===== src/hw/rtl/cdt_pkg.sv =====
package cdt_pkg;

  localparam int unsigned WORD_W = 64;
  localparam int unsigned IDX_W  = 8;

  typedef struct packed {
    logic [WORD_W-1:0] key_word;
    logic              last_word;
  } cdt_in_t;

  typedef struct packed {
    logic [IDX_W-1:0] entry_index;
    logic             is_new;
    logic             table_full;
  } cdt_out_t;

  // key buffer control
  typedef struct packed {
    logic wr;   // take one incoming word
    logic rd;   // read one word of the pending key
    logic clr;  // drop the pending key
  } cdt_kb_ctl_t;

  // key store control
  typedef struct packed {
    logic rd;
    logic wr;
  } cdt_st_ctl_t;

endpackage


===== src/hw/rtl/cdt_key_buf.sv =====
module cdt_key_buf import cdt_pkg::*; #(
  parameter int unsigned KEY_WORDS = 24,
  parameter int unsigned WW        = 5
) (
  input  logic              clk_i,
  input  logic              rst_ni,
  input  cdt_kb_ctl_t       ctl_i,
  input  logic [WORD_W-1:0] wr_data_i,
  input  logic [WW-1:0]     rd_addr_i,
  output logic [WORD_W-1:0] rd_data_o
);

  localparam int unsigned PW = $clog2(KEY_WORDS + 1);

  logic [WORD_W-1:0]    mem [KEY_WORDS];
  logic [WORD_W-1:0]    rd_q;
  logic                 rd_vld_q;
  logic [KEY_WORDS-1:0] vld_q, vld_d;
  logic [PW-1:0]        pos_q, pos_d;
  logic                 room;

  // words past the key length are dropped, the position saturates
  assign room = (pos_q < PW'(KEY_WORDS));

  always_comb begin
    vld_d = vld_q;
    pos_d = pos_q;
    if (ctl_i.clr) begin
      vld_d = '0;
      pos_d = '0;
    end else if (ctl_i.wr && room) begin
      vld_d[pos_q[WW-1:0]] = 1'b1;
      pos_d = pos_q + PW'(1);
    end
  end

  always_ff @(posedge clk_i or negedge rst_ni) begin
    if (!rst_ni) begin
      vld_q    <= '0;
      pos_q    <= '0;
      rd_vld_q <= 1'b0;
    end else begin
      vld_q <= vld_d;
      pos_q <= pos_d;
      if (ctl_i.rd) begin
        rd_vld_q <= vld_q[rd_addr_i];
      end
    end
  end

  always_ff @(posedge clk_i) begin
    if (ctl_i.wr && room && !ctl_i.clr) begin
      mem[pos_q[WW-1:0]] <= wr_data_i;
    end
    if (ctl_i.rd) begin
      rd_q <= mem[rd_addr_i];
    end
  end

  // slices never sent read as zero
  assign rd_data_o = rd_vld_q ? rd_q : '0;

endmodule


===== config.mk =====
export PLATFORM = sky130hd
export DESIGN_NAME = cdt_key_buf
export DESIGN_NICKNAME = d
export VERILOG_FILES = /design/src/hw/rtl/cdt_pkg.sv /design/src/hw/rtl/cdt_key_buf.sv
export SDC_FILE = /design/constraint.sdc
export NUM_CORES = 1
export LEC_CHECK = 0
export BUFFER_PORTS_ARGS = -buffer_cell sky130_fd_sc_hd__buf_2
export CAP_MARGIN = 20
export CELL_PAD_IN_SITES_DETAIL_PLACEMENT = 1
export CELL_PAD_IN_SITES_GLOBAL_PLACEMENT = 2
export CORE_UTILIZATION = 52
export CTS_BUF_LIST = sky130_fd_sc_hd__clkbuf_4 sky130_fd_sc_hd__clkbuf_8
export DETAILED_ROUTE_END_ITERATION = 16
export GPL_TIMING_DRIVEN = 0
export PLACE_DENSITY_LB_ADDON = 0.1
export SLEW_MARGIN = 20
export SYNTH_ARGS = -nofsm -noshare
export SYNTH_HDL_FRONTEND = slang
export SYNTH_SLANG_ARGS = --single-unit
export TNS_END_PERCENT = 30

===== constraint.sdc =====
create_clock -name clk_i -period 6.4 [get_ports clk_i]
set_input_delay 0.32 -clock clk_i [delete_from_list [all_inputs] [get_ports clk_i]]
set_output_delay 0.32 -clock clk_i [all_outputs]
set_load 0.05 [all_outputs]

==> reports/metrics.yaml, run 1 <==
run_status:
  status: "finished clean"
power:
  p_int_mw: 17.0
  p_leak_nw: 23.8
  swShare_pct: 21.9
  combPwrFrac_pct: 5.2
  p_clk_share_pct: 40.3
  ir_drop_uv: 201
  seq_power_share_pct: 54.5
  cellPowerDensity_mw_per_mm2: 299
  p_sw_mw: 4.75
finish:
  multiInputGateArea_mm2: 0.0124
  fin_nets: 3387
  nFillCells: 9610
  drive_gt1_share_pct: 33.8
  layout_common_cells: "1,600 x edfxtp_1, 364 x mux4_2, 292 x clkbuf_8"
  fin_area_mm2: 0.0727
  seqCellArea_mm2: 0.0488
  final_common_cell: "edfxtp_1"
  areaGrowthSynthToFinish_pct: 17.6
setup_path:
  r2r_start: "pos_q[4]"
  r2r_slack_ns: 3.21
  required_ns: 6.08
  cp-end-kind: "output pin"
  startpoint_type: "register"
  reg2reg_to: "mem[5][46]"
  critPathCapture: "rd_data_o[22]"
  path_max_fanout: 10
  critPathArrivalTime_ns: 3.25
  critical_path_class: "register to output pin"
  r2r_cells: 7
  critPathLaunch: "rd_vld_q"
timing:
  timing.hold.ws_ns: 0.282
  fin_setup_tns_ns: 0
  final-hold-violation-count: 0
  relSlewSlack_pct: 30.5
  fin_ws_ns: 2.83
  setup_viol: 0
  worstMarginPinSlew_ns: 1.04
  grt_setup_unrepaired: "no"
  finalCriticalPeriod_ns: 3.57
  fin_worst_skew_ns: 0.0362
  fin_crit_sh_pct: 55.8
  slew_violations: 0
  max_freq_ghz: 0.280
synth:
  synthesis.area_mm2: 0.0618
  synthSimpleGateAreaFrac_pct: 1.43
  synth_compound_area_share_pct: 2.95
  synthMuxAreaShare_pct: 15.2
  syn_inst: 2706
  yosysUniqueCellTypes: 40
  yosysSeqAreaShare_pct: 79.0
  synthAdderAreaFrac_pct: 0.0810
  syn_nets: 2784
  yosysWarnings: 0
  synth_xor_area_share_pct: 0.0425
  synth_top_family_by_area: "multiplexers"
  yosys_register_bits: 1630
  syn_area_per_cell_um2: 22.8
flow_run:
  drv_cap: 0
clock_tree:
  cts_hold_buf: 75
  insertion_delay_ns: 0.98
  cts_setup_buffers: 0
  cts_resized: 0
  htree_levels: 5
  cts_made_buffers: 284
  tritoncts: "built"
  cts_sinks: 1630
  clk_pin_slew_ns: 0.06
  cts_buffer_depth: 4
  cts-root-buf: "clkbuf_8"
floorplanning:
  std_cell_rows: 126
  die_x_um: 347
  io_pins: 138
  fp.coreArea_mm2: 0.118
  dieHeight_um: 347
  dieArea_mm2: 0.120
  start_util_pct: 52.4
detailed_routing:
  via_count: 30825
  routedWlPerCell_um: 32.6
  wl_um: 164000
  drtIter0Drc: 2970
  drt_drc_violations_left: 0
  drtAntennaViolNets: 0
  viasPerCell: 6.13
  firstDrtPassIters: 5
place:
  dp_hpwl_um: 109000
  placed_area_mm2: 0.0668
  port_buffers: 133
  gp_congestion: 0.767
  dp_slack_ns: 2.90
global_route:
  gr-total-overflow: 0
  grt_pass1_wl_um: 234000
  grt_pass1_vias: 33313
  grt_max_degree: 42
  antenna_found_initial: 9
  grt_use_total_pct: 27.8
min_path:
  hold_class: "input pin to register"
==> state kept, by name, summed over array words and instances (netlist names) <==
signal	cells
vld_q	24
mem	1536
rd_q	64
pos_q	5
rd_vld_q	1
==> metrics by stage <==
step	instances	utilization, %	total power [mW]
global placement	4375	54.6	13.1
floorplan	2706	-	12.7
finish	5030	61.6	21.7
global route	5025	61.6	22.4
CTS	5024	61.6	21.9
detailed placement	4484	56.7	13.2
==> power groups by stage <==
| stage | Clock, mW | Combinational, mW | Sequential, mW |
|---|---|---|---|
| after floorplan | 0 | 0.605 | 12.1 |
| after global placement | 0 | 1.03 | 12.1 |
| after detailed placement | 0 | 1.10 | 12.1 |
| after CTS | 8.91 | 1.14 | 11.8 |
| after global routing | 9.35 | 1.20 | 11.8 |
| final | 8.74 | 1.13 | 11.8 |
==> worst max-delay path, cell delays in order (launching register included) <==
cell and delay (ns):
dfrtp_1 0.35, clkbuf_2 0.49, clkbuf_1 0.78, and2_1 0.36, buf_2 0.31
==> cell families (layout without fill, tap and decap cells) <==
logic type / count (synthesis) / in the layout
AO/OA/AOI/OAI: 253 / 253
XOR/XNOR: 3 / 3
adder cells (fa/ha/maj): 4 / 4
buffers and inverters: 158 / 940
flip-flops: 1630 / 1630
multiplexers: 479 / 479
other: 0 / 6
AND/OR/NAND/NOR: 179 / 179
==> worst min path at each step <==
stage | depth (start not counted) | endpoint | from | slack [ns]
floorplan | 0 | pos_q[0] | rst_ni | 0.02
global placement | 1 | pos_q[2] | rst_ni | 0.37
detailed placement | 1 | pos_q[4] | rst_ni | 0.39
CTS | 5 | rd_q[61] | rd_addr_i[0] | 0.22
global route | 5 | rd_q[61] | rd_addr_i[0] | 0.29
finish | 5 | rd_q[61] | rd_addr_i[0] | 0.28
==> synth_stat cells <==
| cell | n | area share, % |
|---|---|---|
| edfxtp_1 | 1600 | 78 |
| mux4_2 | 364 | 13 |
| a22oi_1 | 112 | 1.4 |
| mux2i_1 | 76 | 1.2 |
| o211ai_1 | 76 | 0.92 |
| buf_2 | 72 | 0.58 |
| and2_1 | 69 | 0.70 |
| nor2_1 | 53 | 0.32 |
| clkbuf_1 | 51 | 0.31 |
| mux2_2 | 39 | 0.71 |
| nand2_1 | 38 | 0.23 |
| dfrtp_1 | 30 | 1.2 |
| a21oi_1 | 24 | 0.19 |
| buf_4 | 17 | 0.21 |
| o22ai_1 | 13 | 0.13 |
| a31oi_1 | 10 | 0.10 |
| buf_6 | 10 | 0.18 |
| a21o_1 | 6 | 0.073 |
| inv_1 | 5 | 0.030 |
| nor2b_1 | 5 | 0.051 |
| ha_1 | 4 | 0.081 |
| nand2b_1 | 4 | 0.040 |
| nor3_1 | 3 | 0.024 |
| a32oi_1 | 2 | 0.028 |
| and2_0 | 2 | 0.020 |
| buf_1 | 2 | 0.012 |
| nand3_1 | 2 | 0.016 |
| o211a_1 | 2 | 0.032 |
| o21ai_0 | 2 | 0.016 |
| or2_2 | 2 | 0.020 |
| xnor2_1 | 2 | 0.028 |
| a211o_1 | 1 | 0.014 |
| a211oi_1 | 1 | 0.012 |
| a21boi_0 | 1 | 0.012 |
| a21boi_2 | 1 | 0.018 |
| a22o_1 | 1 | 0.014 |
| clkinv_1 | 1 | 0.0061 |
| nand4_1 | 1 | 0.010 |
| o2111ai_1 | 1 | 0.014 |
| xor2_1 | 1 | 0.014 |
==> area by class of cell <==
type,instances,area share [%]
Antenna cell,6,0.0207
Buffer,152,1.10
Clock buffer,380,6.44
Clock inverter,85,0.532
Inverter,6,0.0310
Multi-Input combinational cell,918,17.0
Sequential cell,1630,67.1
Tap cell,1536,2.64
Timing Repair Buffer,317,5.08
==> metal layers <==
metal	track usage [%]	vias to the layer above	routed length [µm]	part of all wire (%)
li1	-	12728	-	-
met1	37.0	16533	65900	40
met2	46.3	1277	82300	50
met3	5.66	283	11100	6.8
met4	9.33	4	4630	2.8
met5	0	-	26	0.016
(Power assumes the default switching activity.)
==> inputs of run 2 (changes only) <==
--- a/config.mk
+++ b/config.mk
@@ -5,11 +5,12 @@
 export SDC_FILE = /design/constraint.sdc
 export NUM_CORES = 1
 export LEC_CHECK = 0
+export ABC_AREA = 1
 export BUFFER_PORTS_ARGS = -buffer_cell sky130_fd_sc_hd__buf_2
 export CAP_MARGIN = 20
 export CELL_PAD_IN_SITES_DETAIL_PLACEMENT = 1
 export CELL_PAD_IN_SITES_GLOBAL_PLACEMENT = 2
-export CORE_UTILIZATION = 52
+export CORE_UTILIZATION = 42
 export CTS_BUF_LIST = sky130_fd_sc_hd__clkbuf_4 sky130_fd_sc_hd__clkbuf_8
 export DETAILED_ROUTE_END_ITERATION = 16
 export GPL_TIMING_DRIVEN = 0
==> constraint.sdc (replaced) <==
create_clock -name clk_i -period 3.2 [get_ports clk_i]
set_input_delay 0.16 -clock clk_i [delete_from_list [all_inputs] [get_ports clk_i]]
set_output_delay 0.16 -clock clk_i [all_outputs]
set_load 0.05 [all_outputs]
==> reports/metrics.yaml, run 2 <==
synth:
  yosys_most_used_dff: "edfxtp_1"
  yosys_register_bits: 1630  # unchanged
  yosysMostFrequentCell: "edfxtp_1"
  yosysUniqueCellTypes: 22  # -45%
  synthesis.area_mm2: 0.0646  # +4.6%
  synth_commonest_cells: "1,600 x edfxtp_1, 1,117 x nor2_1, 848 x o21ai_0"
  syn_nets: 5137  # +85%
  syn_inst: 5059  # +87%
  yosysSeqAreaShare_pct: 75.5  # -3.5 points
  syn_area_per_cell_um2: 12.8  # -44%
  synth_top_area_share_pct: 74.3  # -3.4 points
  synth_area_leader_cell: "edfxtp_1"
  yosysWarnings: 0  # unchanged
  ys_top_cells_by_area: "edfxtp_1 74%, o21ai_0 6.6%, nor2_1 6.5%"
  synth_edf_count: 1600  # unchanged
  async_flop_share_pct: 1.84  # unchanged
floorplanning:
  fp.coreArea_mm2: 0.152  # +29%
  std_cell_rows: 143  # +13%
  dieHeight_um: 394  # +14%
  start_util_pct: 42.4  # -10 points
  die_x_um: 394  # +14%
  io_pins: 138  # unchanged
  dieArea_mm2: 0.155  # +29%
detailed_routing:
  drtIter0Drc: 3821  # +29%
  viasPerCell: 5.54  # -9.6%
  routedWlPerCell_um: 27.9  # -14%
  firstDrtPassIters: 5  # unchanged
  drt_drc_violations_left: 0  # unchanged
  wl_um: 220000  # +34%
  drtAntennaViolNets: 0  # unchanged
  via_count: 43785  # +42%
global_route:
  grt_pass1_wl_um: 312000  # +33%
  grt_pass1_vias: 44717  # +34%
  antenna_found_initial: 10  # +1
  grt_use_total_pct: 28.1  # +0.25 points
  grt_max_degree: 40  # -4.8%
  gr-total-overflow: 0  # unchanged
finish:
  drive_gt1_share_pct: 14.0  # -20 points
  seqCellArea_mm2: 0.0488  # unchanged
  areaGrowthSynthToFinish_pct: 17.9
  final_common_cell: "edfxtp_1"
  stdcell_count: 7900  # +57%
  multiInputGateArea_mm2: 0.0137  # +11%
  layout_common_cells: "1,600 x edfxtp_1, 1,093 x nor2_1, 848 x o21ai_0"
  nFillCells: 15595  # +62%
  utilization_pct: 50.0  # -12 points
  fin_nets: 5757  # +70%
  largest_reg_flops: 1536  # unchanged
setup_path:
  critical_path_class: "register to register"
  max_stage_delay_ns: 0.58  # -0.20 ns
  critPathCapture: "mem[1][27]"
  critPathBufInv: 6  # +3
  crit_family: "buffers and inverters"
  startpoint_type: "register"
  critPathArrivalTime_ns: 3.71  # +0.46 ns
  critPathLaunch: "pos_q[3]"
  r2r_cells: 9  # +2
  r2r_slack_ns: 0.13  # -3.08 ns
  cp-end-kind: "register"
  reg2reg_to: "mem[1][27]"
  crit_path_top_delay_cell: "nor2_4"
  path_depth: 9  # +5
  r2r_start: "pos_q[3]"
  crit_chain: "clkbuf_1 > inv_1 > o21ai_0 > inv_1 > nand2_1 > nor2_4 > buf_16 > buf_16 > buf_12"
  required_ns: 3.84  # -2.24 ns
  path_max_fanout: 19  # +9
clock_tree:
  htree_levels: 5  # unchanged
  cts-root-buf: "clkbuf_8"
  insertion_delay_ns: 0.99  # about the same
  cts_sinks: 1630  # unchanged
  clk_pin_slew_ns: 0.05  # about the same
  cts_buffer_depth: 4  # unchanged
  tritoncts: "built"
  cts_made_buffers: 296  # +4.2%
power:
  p_leak_nw: 26.2  # +10%
  cellPowerDensity_mw_per_mm2: 597  # +100%
  ir_drop_uv: 433  # +120%
timing:
  setup_viol: 0  # unchanged
  grt_setup_unrepaired: "no"
  final-hold-violation-count: 0  # unchanged
  fin_worst_skew_ns: 0.0412  # +0.00497 ns
  fin_setup_tns_ns: 0  # unchanged
  finalCriticalPeriod_ns: 3.07
  relSlewSlack_pct: 18.2  # -12 points
  max_freq_ghz: 0.326
  fin_crit_sh_pct: 95.9
  slew_violations: 0  # unchanged
  worstMarginPinSlew_ns: 1.23  # +0.185 ns
place:
  placed_cells: 7314  # +63%
  port_buffers: 135  # +1.5%
  gp_congestion: 0.784  # +2.2%
  dp_hpwl_um: 152000  # +39%
run_status:
  status: "finished clean"
min_path:
  hold_class: "input pin to register"
flow_run:
  drv_cap: 0  # unchanged
## run 2: cell count changes after synthesis, sizes merged, moves of 42 or more
cell,change
nor2,+1064
mux4,-364
o21ai,+962
buf,+42
nand2,+271
and2,-71
a22oi,-112
inv,+182
o22ai,+75
clkbuf,+147
o211ai,+166
mux2i,-76
nand3,+148
## run 2: how the worst min path moves through the flow
stage	from	end	slack [ns]	cells after the start
2_1_floorplan	rst_ni	pos_q[0]	-0.14	0
3_3_place_gp	rst_ni	pos_q[0]	0.27	1
3_5_place_dp	rst_ni	pos_q[1]	0.26	1
4_1_cts	rd_addr_i[2]	rd_q[24]	0.08	7
5_1_grt	rd_addr_i[2]	rd_q[24]	0.14	7
6_report	rd_addr_i[2]	rd_q[24]	0.13	7
## run 2: repair_timing
action | 4_1_cts | 5_1_grt
pin swaps | 1 | 2
endpoints found under the setup margin | 106 | 49
endpoints found under the hold margin | 1652 | 0
hold buffers | 71 | 0
resized for setup | 3 | 3
buffers inserted | 1 | 25
## run 2: worst register-to-register path, cell delays in order (launching register included)
cell	delay (ns)
dfrtp_1	0.36
clkbuf_1	0.19
inv_1	0.13
o21ai_0	0.19
inv_1	0.16
nand2_1	0.46
nor2_4	0.59
buf_16	0.22
buf_16	0.19
buf_12	0.21
## run 2: cells by family (layout without fill, tap and decap cells)
| logic type | Yosys count | after routing | share of synthesized area, % |
|---|---|---|---|
| flops | 1630 | 1630 | 75.5 |
| compound gates | 1313 | 1313 | 11.3 |
| simple gates | 1583 | 1583 | 9.50 |
| fa+ha+maj | 4 | 4 | 0.0774 |
| buf+inv | 529 | 1334 | 3.66 |
| other cells | 0 | 6 | 0 |
## run 2: routing by layer
metal	track usage, %	vias to the layer above	share of wire [%]
li1	-	19567	-
met1	37.3	22365	42
met2	46.0	1439	48
met3	5.05	406	6.4
met4	10.7	8	3.6
met5	0	-	0.028
## run 2: final cells by class
cell class              count  share of cell area (%)
flip-flops and latches   1630                    64.0
multi-input cells        2900                    17.9
clock buffers             403                    6.53
repair buffers            322                    4.63
well taps                2030                    3.33
plain buffers             341                    2.20
inverters                 188                   0.927
clock inverters            80                   0.433
diodes                      6                  0.0197
## run 2: stage by stage
stage          area (µm²)  hold WS, ns  setup WS [ns]  total power [mW]
2_1_floorplan       64700       -0.136          -1.01              25.8
3_5_place_dp        70000        0.264         -0.331              27.5
3_3_place_gp        67900        0.267          -5.23              27.4
6_report            76200        0.128          0.133              45.5
5_1_grt             76200        0.137        0.00877              46.9
4_1_cts             76000       0.0801         0.0435              45.9
## run 2: where the power goes
part           internal [mW]  switching, mW  total, mW  leakage, nW
sequential              23.6         0.0413       23.7         14.9
combinational          0.825           2.61       3.44         8.49
clock                   9.95           8.46       18.4         2.82
